[src/rtl/assert_macros.svh]
// Assertion macros used by the core RTL file of the line justifier.
// No dependencies; include by bare file name.
`ifndef ASSERT_MACROS_SVH
`define ASSERT_MACROS_SVH

// Property checked on every rising edge, masked while reset is high.
`define GLJ_ASSERT(lbl, clk, rst, prop, msg) \
  lbl: assert property (@(posedge clk) disable iff (rst) (prop)) else $error(msg);

// Condition that must never be seen on a rising edge.
`define GLJ_NEVER(lbl, clk, rst, cond, msg) \
  `GLJ_ASSERT(lbl, clk, rst, !(cond), msg)

`endif

[src/rtl/glj_pkg.sv]
// Types and fixed constants of the greedy line justifier.
// No dependencies; imported by the core, front, queue and back modules.
package glj_pkg;

  localparam int LEN_W  = 7;  // word length field
  localparam int CNT_W  = 6;  // words per line, up to the largest buffer
  localparam int COL_W  = 7;  // columns inside a line, up to the widest line
  localparam int SUM_W  = COL_W + 1;
  localparam int COLF_W = 6;  // column and space fields of a result
  localparam int CFG_W  = 7;
  localparam int DATA_W = 32;
  localparam int ADDR_W = 3;

  localparam int CMDQ_DEPTH = 2;
  localparam int CMDQ_AW    = 1;
  localparam int CMDQ_CW    = 2;

  localparam logic [CFG_W-1:0] LINE_WIDTH_RST = 7'd64;
  // word index of the line width register (paddr[2])
  localparam logic [0:0] REG_LINE_WIDTH = 1'b0;

  typedef struct packed {
    logic [LEN_W-1:0] word_length;
    logic             last_word;
  } item_t;

  typedef struct packed {
    logic [LEN_W-1:0]  placed_length;
    logic [COLF_W-1:0] start_column;
    logic [COLF_W-1:0] spaces_after;
    logic              line_end;
    logic              final_line;
    logic              last_of_run;
  } result_t;

  // one classified word, front to back
  typedef struct packed {
    logic [LEN_W-1:0] len;
    logic [CNT_W-1:0] wr_idx;
    logic             close;       // open line is closed before this word
    logic [CNT_W-1:0] close_n;
    logic [COL_W-1:0] close_used;
    logic             last;        // final line closed after this word
    logic [CNT_W-1:0] fin_n;
    logic [COL_W-1:0] fin_used;
  } cmd_t;

  typedef struct packed {
    logic [CNT_W-1:0] count;
    logic [COL_W-1:0] used;
  } front_stat_t;

  typedef enum logic [2:0] {
    B_IDLE,
    B_DIV,
    B_READ,
    B_PUT,
    B_WRITE
  } back_state_t;

endpackage

[src/rtl/greedy_line_justifier_core.sv]
// Greedy full-justification line packer. Word lengths are pushed one per request and
// packed into lines of line_width columns (register 0, reset 64, clamped to 1..MAX_WIDTH);
// a word that does not fit, or arrives with LINE_WORDS words already open, closes the line,
// and the final word closes a left-justified last line. Each placed word pops out as one
// result with its start column and the spaces after it. The front classifies a word
// combinationally and hands it over a two-entry queue; the back fetches each request in its
// idle state and writes it into the line buffer in its write state, then emits each word
// through a read state and a put state, paced by the buffer's registered read port and held
// while the result is not taken. A closed line with two or more words also waits for the
// serial gap divider before its first word. Pushing stalls only when the queue is full, so
// bursts of short words are absorbed while a line drains. Configuration writes are expected only while the block idles.
// Depends on glj_pkg, glj_front, glj_cmdq, glj_back and assert_macros.svh.
`include "assert_macros.svh"

module greedy_line_justifier_core
  import glj_pkg::*;
#(
  parameter int MAX_WIDTH  = 64,
  parameter int LINE_WORDS = 32
) (
  input  logic              clk,
  input  logic              rst,
  // configuration
  input  logic              psel,
  input  logic              penable,
  input  logic              pwrite,
  input  logic [ADDR_W-1:0] paddr,
  input  logic [DATA_W-1:0] pwdata,
  output logic [DATA_W-1:0] prdata,
  output logic              pready,
  // word requests
  input  logic              push,
  output logic              full,
  input  item_t             item,
  // placement results
  output logic              empty,
  input  logic              pop,
  output result_t           result
);

  logic [CFG_W-1:0] line_width;
  logic [COL_W-1:0] width;
  logic             reg_sel;

  logic             q_push;
  logic             q_full;
  logic             q_pop;
  logic             q_empty;
  cmd_t             cmd_in;
  cmd_t             cmd_out;
  front_stat_t      fstat;

  // register file: a single word-aligned register, paddr[1:0] ignored
  assign pready  = 1'b1;
  assign reg_sel = paddr[ADDR_W-1:2] == REG_LINE_WIDTH;

  always_ff @(posedge clk) begin
    if (rst) begin
      line_width <= LINE_WIDTH_RST;
    end else if (psel && penable && pwrite && reg_sel) begin
      line_width <= pwdata[CFG_W-1:0];
    end
  end

  assign prdata = reg_sel ? DATA_W'(line_width) : '0;

  // effective width: zero reads as one, anything past the widest line saturates
  always_comb begin
    if (line_width == '0) begin
      width = COL_W'(1);
    end else if (line_width > CFG_W'(MAX_WIDTH)) begin
      width = COL_W'(MAX_WIDTH);
    end else begin
      width = line_width;
    end
  end

  glj_front #(
    .LINE_WORDS(LINE_WORDS)
  ) u_front (
    .clk   (clk),
    .rst   (rst),
    .width (width),
    .push  (push),
    .item  (item),
    .full  (full),
    .q_full(q_full),
    .q_push(q_push),
    .cmd   (cmd_in),
    .stat  (fstat)
  );

  glj_cmdq u_cmdq (
    .clk  (clk),
    .rst  (rst),
    .push (q_push),
    .din  (cmd_in),
    .full (q_full),
    .pop  (q_pop),
    .dout (cmd_out),
    .empty(q_empty)
  );

  glj_back #(
    .LINE_WORDS(LINE_WORDS)
  ) u_back (
    .clk    (clk),
    .rst    (rst),
    .width  (width),
    .cmd    (cmd_out),
    .q_empty(q_empty),
    .q_pop  (q_pop),
    .result (result),
    .empty  (empty),
    .pop    (pop)
  );

  // a word marked last leaves no open line behind
  `GLJ_ASSERT(a_last_clears, clk, rst, (push && !full && item.last_word) |=> (fstat.count == '0), "open line survived a last word")
  // the open line never holds more words than the buffer
  `GLJ_ASSERT(a_count_bound, clk, rst, fstat.count <= CNT_W'(LINE_WORDS), "line buffer overrun")
  // an empty line carries no used columns
  `GLJ_ASSERT(a_empty_line, clk, rst, (fstat.count == '0) |-> (fstat.used == '0), "used columns on an empty line")
  // every result shows a word of at least one character
  `GLJ_NEVER(a_zero_word, clk, rst, !empty && result.placed_length == '0, "zero-length word placed")

endmodule

[src/rtl/glj_ram.sv]
// Generic single-write, single-read RAM with registered read data.
// No dependencies.
module glj_ram #(
  parameter int WIDTH = 8,
  parameter int DEPTH = 32
) (
  input  logic                                  clk,
  input  logic                                  we,
  input  logic [(DEPTH > 1 ? $clog2(DEPTH) : 1)-1:0] waddr,
  input  logic [WIDTH-1:0]                      wdata,
  input  logic [(DEPTH > 1 ? $clog2(DEPTH) : 1)-1:0] raddr,
  output logic [WIDTH-1:0]                      rdata
);

  logic [WIDTH-1:0] mem [DEPTH];

  always_ff @(posedge clk) begin
    if (we) begin
      mem[waddr] <= wdata;
    end
    rdata <= mem[raddr];
  end

endmodule

[src/rtl/glj_div.sv]
// Restoring divider, one quotient bit per cycle, for the gap spacing.
// Depends on nothing but its parameters.
module glj_div #(
  parameter int NUM_W = 7,
  parameter int DEN_W = 6
) (
  input  logic             clk,
  input  logic             rst,
  input  logic             start,
  input  logic [NUM_W-1:0] num,
  input  logic [DEN_W-1:0] den,
  output logic             busy,
  output logic [NUM_W-1:0] quo,
  output logic [DEN_W-1:0] rmd
);

  localparam int SC_W = $clog2(NUM_W + 1);

  logic [SC_W-1:0]  steps;
  logic [NUM_W-1:0] q;
  logic [DEN_W:0]   r;
  logic [DEN_W-1:0] d;
  logic [DEN_W:0]   shifted;
  logic             ge;

  assign shifted = {r[DEN_W-1:0], q[NUM_W-1]};
  assign ge      = shifted >= {1'b0, d};

  always_ff @(posedge clk) begin
    if (rst) begin
      busy  <= 1'b0;
      steps <= '0;
    end else if (start) begin
      busy  <= 1'b1;
      steps <= SC_W'(NUM_W);
    end else if (busy) begin
      steps <= steps - SC_W'(1);
      if (steps == SC_W'(1)) begin
        busy <= 1'b0;
      end
    end
  end

  always_ff @(posedge clk) begin
    if (start) begin
      q <= num;
      r <= '0;
      d <= den;
    end else if (busy) begin
      r <= ge ? (shifted - {1'b0, d}) : shifted;
      q <= NUM_W'({q, ge});
    end
  end

  assign quo = q;
  assign rmd = r[DEN_W-1:0];

endmodule

[src/rtl/glj_cmdq.sv]
// Short queue of classified words between the front and back parts.
// Depends on glj_pkg.
module glj_cmdq
  import glj_pkg::*;
(
  input  logic clk,
  input  logic rst,
  input  logic push,
  input  cmd_t din,
  output logic full,
  input  logic pop,
  output cmd_t dout,
  output logic empty
);

  cmd_t               mem [CMDQ_DEPTH];
  logic [CMDQ_AW-1:0] wptr;
  logic [CMDQ_AW-1:0] rptr;
  logic [CMDQ_CW-1:0] cnt;
  logic               do_push;
  logic               do_pop;

  assign full    = cnt == CMDQ_CW'(CMDQ_DEPTH);
  assign empty   = cnt == '0;
  assign do_push = push && !full;
  assign do_pop  = pop && !empty;
  assign dout    = mem[rptr];

  always_ff @(posedge clk) begin
    if (rst) begin
      wptr <= '0;
      rptr <= '0;
      cnt  <= '0;
    end else begin
      if (do_push) begin
        wptr <= wptr + CMDQ_AW'(1);
      end
      if (do_pop) begin
        rptr <= rptr + CMDQ_AW'(1);
      end
      if (do_push && !do_pop) begin
        cnt <= cnt + CMDQ_CW'(1);
      end else if (do_pop && !do_push) begin
        cnt <= cnt - CMDQ_CW'(1);
      end
    end
  end

  always_ff @(posedge clk) begin
    if (do_push) begin
      mem[wptr] <= din;
    end
  end

endmodule

[src/rtl/glj_front.sv]
// Front part: clamps each word, tracks the open line and decides where lines close.
// Depends on glj_pkg; feeds glj_cmdq.
module glj_front
  import glj_pkg::*;
#(
  parameter int LINE_WORDS = 32
) (
  input  logic             clk,
  input  logic             rst,
  input  logic [COL_W-1:0] width,
  input  logic             push,
  input  item_t            item,
  output logic             full,
  input  logic             q_full,
  output logic             q_push,
  output cmd_t             cmd,
  output front_stat_t      stat
);

  logic [CNT_W-1:0] count;
  logic [COL_W-1:0] used;
  logic [LEN_W-1:0] len;
  logic [SUM_W-1:0] sum;
  logic             close;
  logic [CNT_W-1:0] new_count;
  logic [COL_W-1:0] new_used;

  assign full   = q_full;
  assign q_push = push && !q_full;

  always_comb begin
    if (item.word_length == '0) begin
      len = LEN_W'(1);
    end else if (item.word_length > width) begin
      len = width;
    end else begin
      len = item.word_length;
    end
  end

  // width of the open line if this word joins it
  assign sum   = SUM_W'(used) + SUM_W'(1) + SUM_W'(len);
  assign close = (count != '0) &&
                 ((count >= CNT_W'(LINE_WORDS)) || (sum > SUM_W'(width)));

  assign new_count = close ? CNT_W'(1) : count + CNT_W'(1);
  assign new_used  = (close || count == '0) ? len : sum[COL_W-1:0];

  always_comb begin
    cmd.len        = len;
    cmd.wr_idx     = close ? '0 : count;
    cmd.close      = close;
    cmd.close_n    = count;
    cmd.close_used = used;
    cmd.last       = item.last_word;
    cmd.fin_n      = new_count;
    cmd.fin_used   = new_used;
  end

  always_ff @(posedge clk) begin
    if (rst) begin
      count <= '0;
      used  <= '0;
    end else if (q_push) begin
      if (item.last_word) begin
        count <= '0;
        used  <= '0;
      end else begin
        count <= new_count;
        used  <= new_used;
      end
    end
  end

  assign stat.count = count;
  assign stat.used  = used;

endmodule

[src/rtl/glj_back.sv]
// Back part: buffers words of the open line and emits a burst of placements per line.
// Depends on glj_pkg, glj_ram and glj_div.
module glj_back
  import glj_pkg::*;
#(
  parameter int LINE_WORDS = 32
) (
  input  logic             clk,
  input  logic             rst,
  input  logic [COL_W-1:0] width,
  input  cmd_t             cmd,
  input  logic             q_empty,
  output logic             q_pop,
  output result_t          result,
  output logic             empty,
  input  logic             pop
);

  localparam int AW = (LINE_WORDS > 1) ? $clog2(LINE_WORDS) : 1;

  back_state_t      state;
  back_state_t      state_next;
  logic [CNT_W-1:0] idx;
  logic [CNT_W-1:0] n;
  logic [COL_W-1:0] slack;
  logic [COL_W-1:0] col;
  logic             fin;
  logic             out_valid;
  result_t          out;

  logic [LEN_W-1:0] rdata;
  logic             ram_we;
  logic             div_start;
  logic             div_busy;
  logic [COL_W-1:0] quo;
  logic [CNT_W-1:0] rmd;

  logic             ln_fin;
  logic [CNT_W-1:0] ln_n;
  logic [COL_W-1:0] ln_used;
  logic [COL_W-1:0] ln_slack;
  logic             need_div;
  logic             load;
  logic             put;
  logic             out_free;
  logic             is_end;
  logic [COL_W-1:0] sp;
  result_t          res;

  glj_ram #(
    .WIDTH(LEN_W),
    .DEPTH(LINE_WORDS)
  ) u_buf (
    .clk  (clk),
    .we   (ram_we),
    .waddr(cmd.wr_idx[AW-1:0]),
    .wdata(cmd.len),
    .raddr(idx[AW-1:0]),
    .rdata(rdata)
  );

  glj_div #(
    .NUM_W(COL_W),
    .DEN_W(CNT_W)
  ) u_div (
    .clk  (clk),
    .rst  (rst),
    .start(div_start),
    .num  (ln_slack),
    .den  (ln_n - CNT_W'(1)),
    .busy (div_busy),
    .quo  (quo),
    .rmd  (rmd)
  );

  // line being opened for emission: closed line from idle, final line after the write
  assign ln_fin   = state == B_WRITE;
  assign ln_n     = ln_fin ? cmd.fin_n : cmd.close_n;
  assign ln_used  = ln_fin ? cmd.fin_used : cmd.close_used;
  assign ln_slack = (ln_used < width) ? width - ln_used : '0;
  assign need_div = !ln_fin && (ln_n > CNT_W'(1));

  assign out_free = !out_valid || pop;
  assign is_end   = idx == n - CNT_W'(1);

  always_comb begin
    if (is_end) begin
      sp = (fin || n == CNT_W'(1)) ? slack : '0;
    end else if (fin) begin
      sp = COL_W'(1);
    end else begin
      sp = COL_W'(1) + quo + COL_W'(idx < rmd);
    end
  end

  always_comb begin
    res.placed_length = rdata;
    res.start_column  = col[COLF_W-1:0];
    res.spaces_after  = sp[COLF_W-1:0];
    res.line_end      = is_end;
    res.final_line    = fin;
    res.last_of_run   = is_end && (fin || !cmd.last);
  end

  always_ff @(posedge clk) begin
    if (rst) begin
      state <= B_IDLE;
    end else begin
      state <= state_next;
    end
  end

  always_comb begin
    state_next = state;
    q_pop      = 1'b0;
    ram_we     = 1'b0;
    load       = 1'b0;
    div_start  = 1'b0;
    put        = 1'b0;
    case (state)
      B_IDLE: begin
        if (!q_empty) begin
          if (cmd.close) begin
            load       = 1'b1;
            div_start  = need_div;
            state_next = need_div ? B_DIV : B_READ;
          end else begin
            state_next = B_WRITE;
          end
        end
      end
      B_DIV: begin
        if (!div_busy) begin
          state_next = B_READ;
        end
      end
      B_READ: begin
        state_next = B_PUT;
      end
      B_PUT: begin
        if (out_free) begin
          put = 1'b1;
          if (!is_end) begin
            state_next = B_READ;
          end else if (fin) begin
            q_pop      = 1'b1;
            state_next = B_IDLE;
          end else begin
            state_next = B_WRITE;
          end
        end
      end
      B_WRITE: begin
        ram_we = 1'b1;
        if (cmd.last) begin
          load       = 1'b1;
          state_next = B_READ;
        end else begin
          q_pop      = 1'b1;
          state_next = B_IDLE;
        end
      end
      default: begin
        state_next = B_IDLE;
      end
    endcase
  end

  always_ff @(posedge clk) begin
    if (load) begin
      idx   <= '0;
      col   <= '0;
      n     <= ln_n;
      slack <= ln_slack;
      fin   <= ln_fin;
    end else if (put && !is_end) begin
      idx <= idx + CNT_W'(1);
      col <= col + COL_W'(rdata) + sp;
    end
  end

  always_ff @(posedge clk) begin
    if (rst) begin
      out_valid <= 1'b0;
    end else if (put) begin
      out_valid <= 1'b1;
    end else if (pop) begin
      out_valid <= 1'b0;
    end
  end

  always_ff @(posedge clk) begin
    if (put) begin
      out <= res;
    end
  end

  assign result = out;
  assign empty  = !out_valid;

endmodule
[config.mk]
export PLATFORM = sky130hd
export DESIGN_NAME = greedy_line_justifier_core
export DESIGN_NICKNAME = d
export VERILOG_FILES = /design/src/rtl/glj_pkg.sv /design/src/rtl/greedy_line_justifier_core.sv /design/src/rtl/glj_ram.sv /design/src/rtl/glj_div.sv /design/src/rtl/glj_cmdq.sv /design/src/rtl/glj_front.sv /design/src/rtl/glj_back.sv
export VERILOG_INCLUDE_DIRS = /design/src /design/src/rtl
export SDC_FILE = /design/constraint.sdc
export NUM_CORES = 1
export LEC_CHECK = 0
export BUFFER_PORTS_ARGS = -buffer_cell sky130_fd_sc_hd__buf_2
export CELL_PAD_IN_SITES_DETAIL_PLACEMENT = 2
export CELL_PAD_IN_SITES_GLOBAL_PLACEMENT = 2
export CORE_ASPECT_RATIO = 0.75
export CORE_MARGIN = 2
export CORE_UTILIZATION = 33
export CTS_BUF_LIST = sky130_fd_sc_hd__clkbuf_16
export CTS_CLUSTER_SIZE = 30
export DETAILED_ROUTE_END_ITERATION = 8
export GPL_TIMING_DRIVEN = 1
export HOLD_SLACK_MARGIN = 0.06
export PLACE_DENSITY_LB_ADDON = 0.08
export SLEW_MARGIN = 20
export SYNTH_ARGS = -nofsm -noshare
export SYNTH_HDL_FRONTEND = slang
export SYNTH_SLANG_ARGS = --single-unit
[constraint.sdc]
create_clock -name clk -period 6.85 [get_ports clk]
set_clock_uncertainty 0.1 [all_clocks]
set_input_delay 1.7125 -clock clk [delete_from_list [all_inputs] [get_ports clk]]
set_output_delay 1.7125 -clock clk [all_outputs]
set_load 0.1 [all_outputs]
==> out/metrics.csv, run 1 <==
metric,value,unit
status,"complete, no violations",
Max rail drop VDD,183,uV
endpoints failing hold,0,
Clock transition at path regs,0.06,ns
layout cells sized above 1,0.206,
crit path max fanout,6,
Achievable Freq,167,MHz
Post-CTS Hold Fix Bufs,0,
CP top delay family,compound AO/OA/AOI/OAI gates,
antenna violations before repair,2,
vias in the first global route,11100,
drc violations,0,
clock buffer count from CTS,45,
wire length per cell,23.2,um
initial DRC count,664,
Overall Global Routing Usage,0.166,
largest net degree at the start of global routing,61,
Die Ht,208,um
Ys Warns,0,
"most used cell, CP",ha_1,
"top cells by area, synth","edfxtp_1, mux4_2, dfxtp_1",
Tmin final,5.99,ns
"Slew Viols, Final",0,
Tot Pwr,7.64,mW
Finish-stage setup viols,0,
Yosys cell types,77,
Tcrit/Tclk final,0.875,
Synth area leader,edfxtp_1,
P per Cell Area,366,nW/um^2
Clock Path Buffers,3,
Sink Count,410,
DPL Wire Length,32400,um
register area share after synthesis,0.639,
synthesized flop and latch total,410,
share of the synthesized area in the top cell type,0.576,
Starting Density,0.336,
worst hold path type,reg -> reg,
Max H-tree Level,2,
CP startpoint kind,primary input,
CP Cell Sequence,buf_2 > ha_1 > a211oi_1 > nor2_1 > o31ai_1 > mux2i_1 > ha_1 > fa_1 > nor2b_1 > o31a_1 > nor4_1 > a311o_1 > ha_1 > nor2_1 > and3_1 > a32oi_1 > nor3_4 > buf_4 > mux2i_1 > a22o_1,
Slew headroom,0.317,
"Cell Area, Synth",18400,um^2
Max-Cap Viols,0,
die area,57600,um^2
first-pass GRT wire length,71500,um
Worst-Margin Slew,1.02,ns
Placer Congestion,0.745,
worst stage delay on the critical path,0.43,ns
worst path required time,7.27,ns
Synth Flop Type,edfxtp_1,
via count,10200,
I/O Buffers,53,
grt ovf,0,
"Setup Fix Bufs, Post-CTS",0,
Post-Synthesis Cells,1199,
post-cts sizing count,0,
std cell rows,74,
crit path kind,in -> reg,
Core ar.,54700,um^2
CP Capture Type,flop,
drt total wl,47200,um
top-count cell post-synth,edfxtp_1,
Die Span X,276,um
slowest cell on the critical path,fa_1,
antenna-violating nets left,0,
worst path bufs/invs,2,
RSZ-0062 raised after global routing,no,
First-pass DRT Iterations,5,
clock tree root driver cell,clkbuf_16,
number of synthesized flops with an enable pin,352,
Clock Latency Late Sink,0.58,ns
setup TNS,0,ns
Layout Nets,1386,
vias per cell,5.02,
Commonest cells post-synth,"edfxtp_1, nor2_1, mux4_2, inv_1, dfxtp_1",
IO Pins,107,
worst endpoint data arrival time,6.41,ns
Area growth syn-to-layout,13.8,%
leakage power,7.24,nW
CTS tree,done,
async set-reset flop share out of synthesis,0,
Avg Inst Size Synth,15.3,um^2
==> flip-flops by register name (all words and copies together), names as in the netlist, 3 cells and up, named ones only <==
signal,cells
u_back.u_buf.mem,224
u_cmdq.mem,80
u_back.result,22
line_width,7
u_back.u_buf.rdata,7
u_back.u_div.quo,7
u_front.used,7
u_back.col,6
u_back.idx,6
u_back.n,6
u_back.slack,6
u_back.u_div.d,6
u_back.u_div.r,6
u_front.count,6
u_back.state,3
u_back.u_div.steps,3
==> path summary, 6_finish.rpt <==
path | from | endpoint | slack (ns) | depth (start not counted)
min | u_back.u_buf.rdata[6]$_DFF_P_ | u_back.result[21]$_DFFE_PP_ | 0.32 | 0
max | item[5] | u_front.used[0]$_SDFFE_PP0P_ | 0.86 | 20
min reg2reg | u_back.u_buf.rdata[6]$_DFF_P_ | u_back.result[21]$_DFFE_PP_ | 0.32 | 0
max reg2reg | line_width[6]$_SDFFE_PP1P_ | u_front.used[0]$_SDFFE_PP0P_ | 1.20 | 21
==> per-layer routing <==
layer	GRT usage	share of wire	vias to the layer above	routed length (um)
met4	0.0394	0.017	0	802
met1	0.253	0.50	5301	23700
li1	-	-	4684	-
met5	0	0	-	0
met2	0.245	0.43	179	20400
met3	0.0286	0.047	46	2210
==> power breakdown <==
part / switching (mW) / internal (mW) / total, mW
logic: 1.19 / 0.772 / 1.96
clock network: 1.03 / 1.49 / 2.52
registers: 0.168 / 2.99 / 3.16
==> final cells by class <==
class                      instances  area [um^2]
clock inverter                    38          375
sequential                       410        11700
fill                            5437        33800
tap                              722          903
inverter                          74          283
antenna                            1         2.50
timing repair buffer              71          400
multi-input combinational        670         6050
clock buffer                      46         1150
==> worst register-to-register path: stages, from the launching register on <==
cell	delay, ns
dfxtp_1	0.54
inv_1	0.21
nand2_1	0.21
ha_1	0.28
a211oi_1	0.23
nor2_1	0.09
o31ai_1	0.37
mux2i_1	0.21
ha_1	0.28
fa_1	0.43
nor2b_1	0.17
o31a_1	0.20
nor4_1	0.06
a311o_1	0.38
ha_1	0.23
nor2_1	0.10
and3_1	0.18
a32oi_1	0.20
nor3_4	0.41
buf_4	0.20
mux2i_1	0.34
a22o_1	0.18
==> stage by stage <==
step / std cells / utilization / hold slack [ns] / worst slack, ns / cell area, um^2
after global routing: 2031 / 0.382 / 0.332 / 0.445 / 20900
after global placement: 1947 / 0.354 / 0.293 / 0.341 / 19400
after detailed placement: 1947 / 0.354 / 0.307 / 0.281 / 19400
after CTS: 2031 / 0.382 / 0.322 / 0.866 / 20900
after floorplan: 1223 / - / 0.286 / 0.830 / 18400
final: 2032 / 0.382 / 0.318 / 0.859 / 20900
==> cells in the final DEF (no fill, tap or decap), types with 8 or more instances in the layout <==
cell type | netlist | final
a21oi_1 | 35 | 35
clkinv_1 | 0 | 12
buf_2 | 18 | 53
nand2_1 | 55 | 55
buf_4 | 29 | 18
ha_1 | 55 | 55
nor3b_1 | 8 | 8
xor2_1 | 15 | 15
inv_1 | 72 | 80
mux4_2 | 83 | 83
o21ai_0 | 26 | 26
a211oi_1 | 8 | 8
nor3_1 | 13 | 12
nor2b_1 | 17 | 17
dfxtp_1 | 58 | 55
nand2b_1 | 11 | 11
conb_1 | 2 | 26
nand3_1 | 19 | 19
clkbuf_16 | 0 | 46
nor2_1 | 94 | 92
mux2i_1 | 18 | 18
edfxtp_1 | 352 | 352
mux2_2 | 24 | 24
xnor2_1 | 21 | 21
o31ai_1 | 8 | 8
a21o_1 | 10 | 10
fa_1 | 9 | 9
==> kinds of logic (layout without fill, tap and decap cells) <==
| kind of cell | after synthesis | after routing | share of synthesized area |
|---|---|---|---|
| flip-flops | 410 | 410 | 0.639 |
| buffers and inverters | 143 | 229 | 0.0375 |
| AND/OR/NAND/NOR | 261 | 261 | 0.0707 |
| adder cells (fa/ha/maj) | 64 | 64 | 0.0473 |
| AO/OA/AOI/OAI | 154 | 154 | 0.0589 |
| other | 2 | 27 | 0.000409 |
| multiplexers | 129 | 129 | 0.129 |
| XOR/XNOR | 36 | 36 | 0.0172 |
Power figures use the tool's default switching activity.
==> run 2: changes to the inputs <==
--- a/config.mk
+++ b/config.mk
@@ -17,6 +17,7 @@
 export DETAILED_ROUTE_END_ITERATION = 8
 export GPL_TIMING_DRIVEN = 1
 export HOLD_SLACK_MARGIN = 0.06
+export MAX_ROUTING_LAYER = met4
 export PLACE_DENSITY_LB_ADDON = 0.08
 export SLEW_MARGIN = 20
 export SYNTH_ARGS = -nofsm -noshare
==> out/metrics.csv, run 2 (synthesis results as in run 1) <==
metric,value,unit,change
status,"complete, no violations",,
Finish-stage setup viols,0,,unchanged
crit path max fanout,6,,unchanged
Pint,5.25,mW,about the same
Tmin final,5.99,ns,+0.000246 ns
Placer Congestion,0.754,,+1.3%
Sink Count,410,,unchanged
antenna-violating nets left,0,,unchanged
worst endpoint data arrival time,6.41,ns,about the same
layout cells sized above 1,0.206,,unchanged
Setup crit start,item[5],,
CP Capture Type,flop,,
IO Pins,107,,unchanged
largest net degree at the start of global routing,61,,unchanged
termination of the worst setup path,u_front.used[1]$_SDFFE_PP0P_,,
Seq pwr share,0.413,,about the same
Die Ht,208,um,unchanged
worst stage delay on the critical path,0.43,ns,about the same
reg-to-reg startpoint,line_width[6]$_SDFFE_PP1P_,,
worst path required time,7.27,ns,about the same
std cell rows,74,,unchanged
final design utilization,0.382,,unchanged
Max-Cap Viols,0,,unchanged
Post-CTS Hold Fix Bufs,0,,unchanged
leakage power,7.24,nW,unchanged
Core ar.,54700,um^2,unchanged
initial DRC count,645,,-2.9%
worst hold path type,reg -> reg,,
first-pass GRT wire length,71600,um,about the same
vias per cell,5.02,,about the same
setup TNS,0,ns,unchanged
Overall Global Routing Usage,0.171,,+0.00516
Die Span X,276,um,unchanged
Layout Nets,1386,,unchanged
Max H-tree Level,2,,unchanged
fill count,5437,,unchanged
Area growth syn-to-layout,13.8,%,unchanged
Slew headroom,0.313,,-0.00317
vias in the first global route,11000,,-0.38%
P_sw,2.39,mW,about the same
FF-to-FF End,u_front.used[1]$_SDFFE_PP0P_,,
DPL Wire Length,32400,um,unchanged
Top reg by flops,u_back.u_buf.mem,,
endpoints failing hold,0,,unchanged
post-cts sizing count,0,,unchanged
Logic pwr share,0.257,,about the same
antenna violations before repair,1,,-1
"most common cell after layout, fill and taps aside",edfxtp_1,,
P per Cell Area,366,nW/um^2,about the same
grt ovf,0,,unchanged
First-pass DRT Iterations,5,,unchanged
"most used cell, CP",ha_1,,
Tot Pwr,7.64,mW,about the same
CP startpoint kind,primary input,,
Clock transition at path regs,0.06,ns,about the same
"Slew Viols, Final",0,,unchanged
pre-CTS setup slack,0.281,ns,unchanged
drc violations,0,,unchanged
crit path kind,in -> reg,,
die area,57600,um^2,unchanged
Clock Path Buffers,3,,unchanged
fin worst setup slack,0.859,ns,-0.000246 ns
RSZ-0062 raised after global routing,no,,
power share of the clock group,0.330,,about the same
final non-filler cell total,2032,,unchanged
Worst-Margin Slew,1.03,ns,+0.00615 ns
most frequent cells in the layout,"edfxtp_1, nor2_1, mux4_2, inv_1",,
Switching Share,0.313,,about the same
Largest register FFs,224,,unchanged
drt total wl,47100,um,about the same
CP Cell Sequence,buf_2 > ha_1 > a211oi_1 > nor2_1 > o31ai_1 > mux2i_1 > ha_1 > fa_1 > nor2b_1 > o31a_1 > nor4_1 > a311o_1 > ha_1 > nor2_1 > and3_1 > a32oi_1 > nor3_4 > buf_4 > mux2i_1 > a22o_1,,
clock tree root driver cell,clkbuf_16,,
worst reg-to-reg path cell count,21,,unchanged
Clock Latency Late Sink,0.57,ns,about the same
Tcrit/Tclk final,0.875,,about the same
Achievable Freq,167,MHz,about the same
clock buffer count from CTS,45,,unchanged
Starting Density,0.336,,unchanged
wire length per cell,23.2,um,about the same
Max rail drop VDD,184,uV,+0.49%
I/O Buffers,53,,unchanged
internal reg-to-reg setup slack,1.18,ns,-0.02 ns
DP Cell Count,1947,,unchanged
slowest cell on the critical path,fa_1,,
"Setup Fix Bufs, Post-CTS",0,,unchanged
via count,10200,,-0.0098%
CTS tree,done,,
run 2: cell counts in the layout (fill, tap and decap cells not counted):
Identical to the previous run, type by type.
run 2: metal layers:
metal	vias to the layer above	wire, um	track usage
met4	0	717	0.0394
met1	5325	24100	0.254
met2	154	20500	0.245
met5	-	0	-
met3	45	1820	0.0285
li1	4685	-	-
run 2: critical path: cells and delay by family:
kind	cells	cell delay, ns
buf+inv	2	0.33
mux	2	0.54
fa+ha+maj	4	1.25
simple gates	6	1.02
compound gates	6	1.55
run 2: power by group through the flow:
stage | clock network, mW | registers, mW | logic, mW
after detailed placement | 0 | 3.22 | 1.99
after global routing | 2.68 | 3.19 | 2.17
after global placement | 0 | 3.21 | 1.95
after CTS | 2.58 | 3.17 | 2.00
after floorplan | 0 | 3.18 | 1.42
final | 2.52 | 3.16 | 1.96
run 2: worst min-delay path by stage:
stage	start	endpoint	slack [ns]	cells after the start
floorplan	u_back.u_buf.rdata[6]$_DFF_P_	u_back.result[21]$_DFFE_PP_	0.29	0
finish	u_back.u_buf.rdata[6]$_DFF_P_	u_back.result[21]$_DFFE_PP_	0.32	0
global route	u_back.u_buf.rdata[6]$_DFF_P_	u_back.result[21]$_DFFE_PP_	0.33	0
detailed placement	u_back.u_buf.rdata[6]$_DFF_P_	u_back.result[21]$_DFFE_PP_	0.31	0
global placement	u_back.u_buf.rdata[6]$_DFF_P_	u_back.result[21]$_DFFE_PP_	0.29	0
CTS	u_back.u_buf.rdata[6]$_DFF_P_	u_back.result[21]$_DFFE_PP_	0.32	0
run 2: area by class of cell:
class / count / area, um^2 / area share
Multi-Input combinational cell: 670 / 6050 / 0.289
Antenna cell: 1 / 2.50 / 0.000120
Clock buffer: 46 / 1150 / 0.0551
Timing Repair Buffer: 71 / 400 / 0.0192
Sequential cell: 410 / 11700 / 0.562
Tap cell: 722 / 903 / 0.0432
Inverter: 74 / 283 / 0.0135
Clock inverter: 38 / 375 / 0.0180
run 2: metrics by stage:
stage               hold WS [ns]  cell area [um^2]
floorplan                  0.286             18400
global placement           0.293             19400
detailed placement         0.307             19400
CTS                        0.322             20900
global route               0.332             20900
finish                     0.318             20900
==> run 3: changes to the inputs <==
==> constraint.sdc (replaced) <==
create_clock -name clk -period 6.9 [get_ports clk]
set_clock_uncertainty 0.1 [all_clocks]
set_input_delay 1.725 -clock clk [delete_from_list [all_inputs] [get_ports clk]]
set_output_delay 1.725 -clock clk [all_outputs]
set_load 0.1 [all_outputs]
==> out/metrics.csv, run 3 (synthesis results as in run 1) <==
metric,value,unit,change
crit path max fanout,7,,+1
Area growth syn-to-layout,13.2,%,
worst path required time,7.30,ns,+0.03 ns
Slew headroom,0.315,,+0.00124
worst path bufs/invs,4,,+2
Max H-tree Level,2,,unchanged
Tcrit/Tclk final,0.876,,
I/O Buffers,53,,unchanged
Clock transition at path regs,0.06,ns,about the same
Worst-Margin Slew,1.03,ns,-0.00186 ns
"Slew Viols, Final",0,,unchanged
Top reg by flops,u_back.u_buf.mem,,
CTS tree,done,,
CP Cell Sequence,buf_2 > ha_1 > a21oi_1 > a21oi_1 > o31ai_1 > buf_4 > a32oi_1 > buf_4 > fa_1 > nor2b_1 > o31a_1 > nor4_1 > a311o_1 > ha_1 > nand3_1 > o22ai_1 > a32oi_1 > nor3_4 > buf_4 > mux2i_1 > a22o_1,,
leakage power,7.19,nW,-0.73%
Finish-stage setup viols,0,,unchanged
status,"complete, no violations",,
Layout Nets,1385,,-0.072%
clock buffer count from CTS,44,,-2.2%
Tmin final,6.05,ns,
Max-Cap Viols,0,,unchanged
Post-CTS Hold Fix Bufs,0,,unchanged
Clock Path Buffers,3,,unchanged
Tot Pwr,7.44,mW,-2.7%
# diodes,0,,-1
Clock Latency Late Sink,0.58,ns,about the same
wire length per cell,23.5,um,+1.2%
initial DRC count,628,,-2.6%
grt ovf,0,,unchanged
clock tree root driver cell,clkbuf_16,,
layout cells sized above 1,0.205,,-0.000900
final non-filler cell total,2027,,-0.25%
DPL Wire Length,32500,um,+0.35%
First-pass DRT Iterations,5,,unchanged
post-cts sizing count,0,,unchanged
Max rail drop VDD,156,uV,-15%
antenna-violating nets left,0,,unchanged
largest net degree at the start of global routing,61,,unchanged
die area,57600,um^2,unchanged
RSZ-0062 raised after global routing,no,,
CP Capture Type,flop,,
crit path kind,in -> reg,,
std cell rows,74,,unchanged
"most used cell, CP",buf_4,,
DP Cell Count,1947,,unchanged
"Setup Fix Bufs, Post-CTS",0,,unchanged
drt total wl,47600,um,+0.91%
antenna violations before repair,3,,+2
setup TNS,0,ns,unchanged
Core ar.,54700,um^2,unchanged
slowest cell on the critical path,nor3_4,,
P per Cell Area,358,nW/um^2,-2.2%
final design utilization,0.380,,-0.00201
Starting Density,0.336,,unchanged
via count,10200,,+0.12%
first-pass GRT wire length,72600,um,+1.4%
CP startpoint kind,primary input,,
Largest register FFs,224,,unchanged
vias in the first global route,11000,,+0.036%
Die Ht,208,um,unchanged
worst endpoint data arrival time,6.44,ns,+0.03 ns
drc violations,0,,unchanged
CP top delay family,compound AO/OA/AOI/OAI gates,,
Sink Count,410,,unchanged
"most common cell after layout, fill and taps aside",edfxtp_1,,
worst hold path type,reg -> reg,,
Achievable Freq,165,MHz,
Die Span X,276,um,unchanged
IO Pins,107,,unchanged
worst stage delay on the critical path,0.45,ns,+0.02 ns
Overall Global Routing Usage,0.173,,+0.00207
most frequent cells in the layout,"edfxtp_1, nor2_1, mux4_2, inv_1",,
Placer Congestion,0.755,,about the same
vias per cell,5.04,,+0.36%
endpoints failing hold,0,,unchanged
[run 3: final timing paths]
| path | cells past startpoint | end | from | slack (ns) |
|---|---|---|---|---|
| max | 21 | u_front.used[0]$_SDFFE_PP0P_ | item[3] | 0.85 |
| min | 0 | u_back.result[21]$_DFFE_PP_ | u_back.u_buf.rdata[6]$_DFF_P_ | 0.32 |
| max reg2reg | 22 | u_front.used[0]$_SDFFE_PP0P_ | line_width[6]$_SDFFE_PP1P_ | 1.16 |
| min reg2reg | 0 | u_back.result[21]$_DFFE_PP_ | u_back.u_buf.rdata[6]$_DFF_P_ | 0.32 |
[run 3: power by group]
| part | internal, mW | total [mW] | switching (mW) |
|---|---|---|---|
| Combinational | 0.770 | 1.95 | 1.18 |
| Sequential | 2.97 | 3.14 | 0.166 |
| Clock | 1.35 | 2.35 | 1.00 |
[run 3: worst register-to-register path, stage by stage (launching register included)]
cell	delay, ns
dfxtp_1	0.43
nor2b_1	0.42
inv_1	0.19
ha_1	0.32
o21ai_0	0.18
nor2_1	0.08
o31ai_1	0.38
buf_4	0.22
a32oi_1	0.07
buf_4	0.17
fa_1	0.43
nor2b_1	0.18
o31a_1	0.20
nor4_1	0.07
a311o_1	0.36
ha_1	0.31
nand3_1	0.07
o22ai_1	0.17
a32oi_1	0.18
nor3_4	0.45
buf_4	0.19
mux2i_1	0.34
a22o_1	0.17
[run 3: area by class of cell]
type	instances	area [um^2]
fillers	5427	33900
clock inverters	36	305
well taps	722	903
clock buffers	44	1100
multi-input cells	670	6050
inverters	74	283
repair buffers	71	413
flip-flops and latches	410	11700
[run 3: through the flow]
stage	worst slack (ns)	hold slack, ns	cell area, um^2
6_report	0.853	0.323	20800
5_1_grt	0.427	0.324	20800
4_1_cts	0.809	0.322	20800
3_5_place_dp	0.230	0.308	19400
3_3_place_gp	0.323	0.293	19400
2_1_floorplan	0.868	0.286	18400
[run 3: layer usage]
layer | track usage | vias up | routed length [um]
li1 | - | 4669 | -
met1 | 0.254 | 5322 | 24100
met2 | 0.250 | 170 | 20700
met5 | - | - | 0
met3 | 0.0291 | 60 | 2020
met4 | 0.0401 | 0 | 792
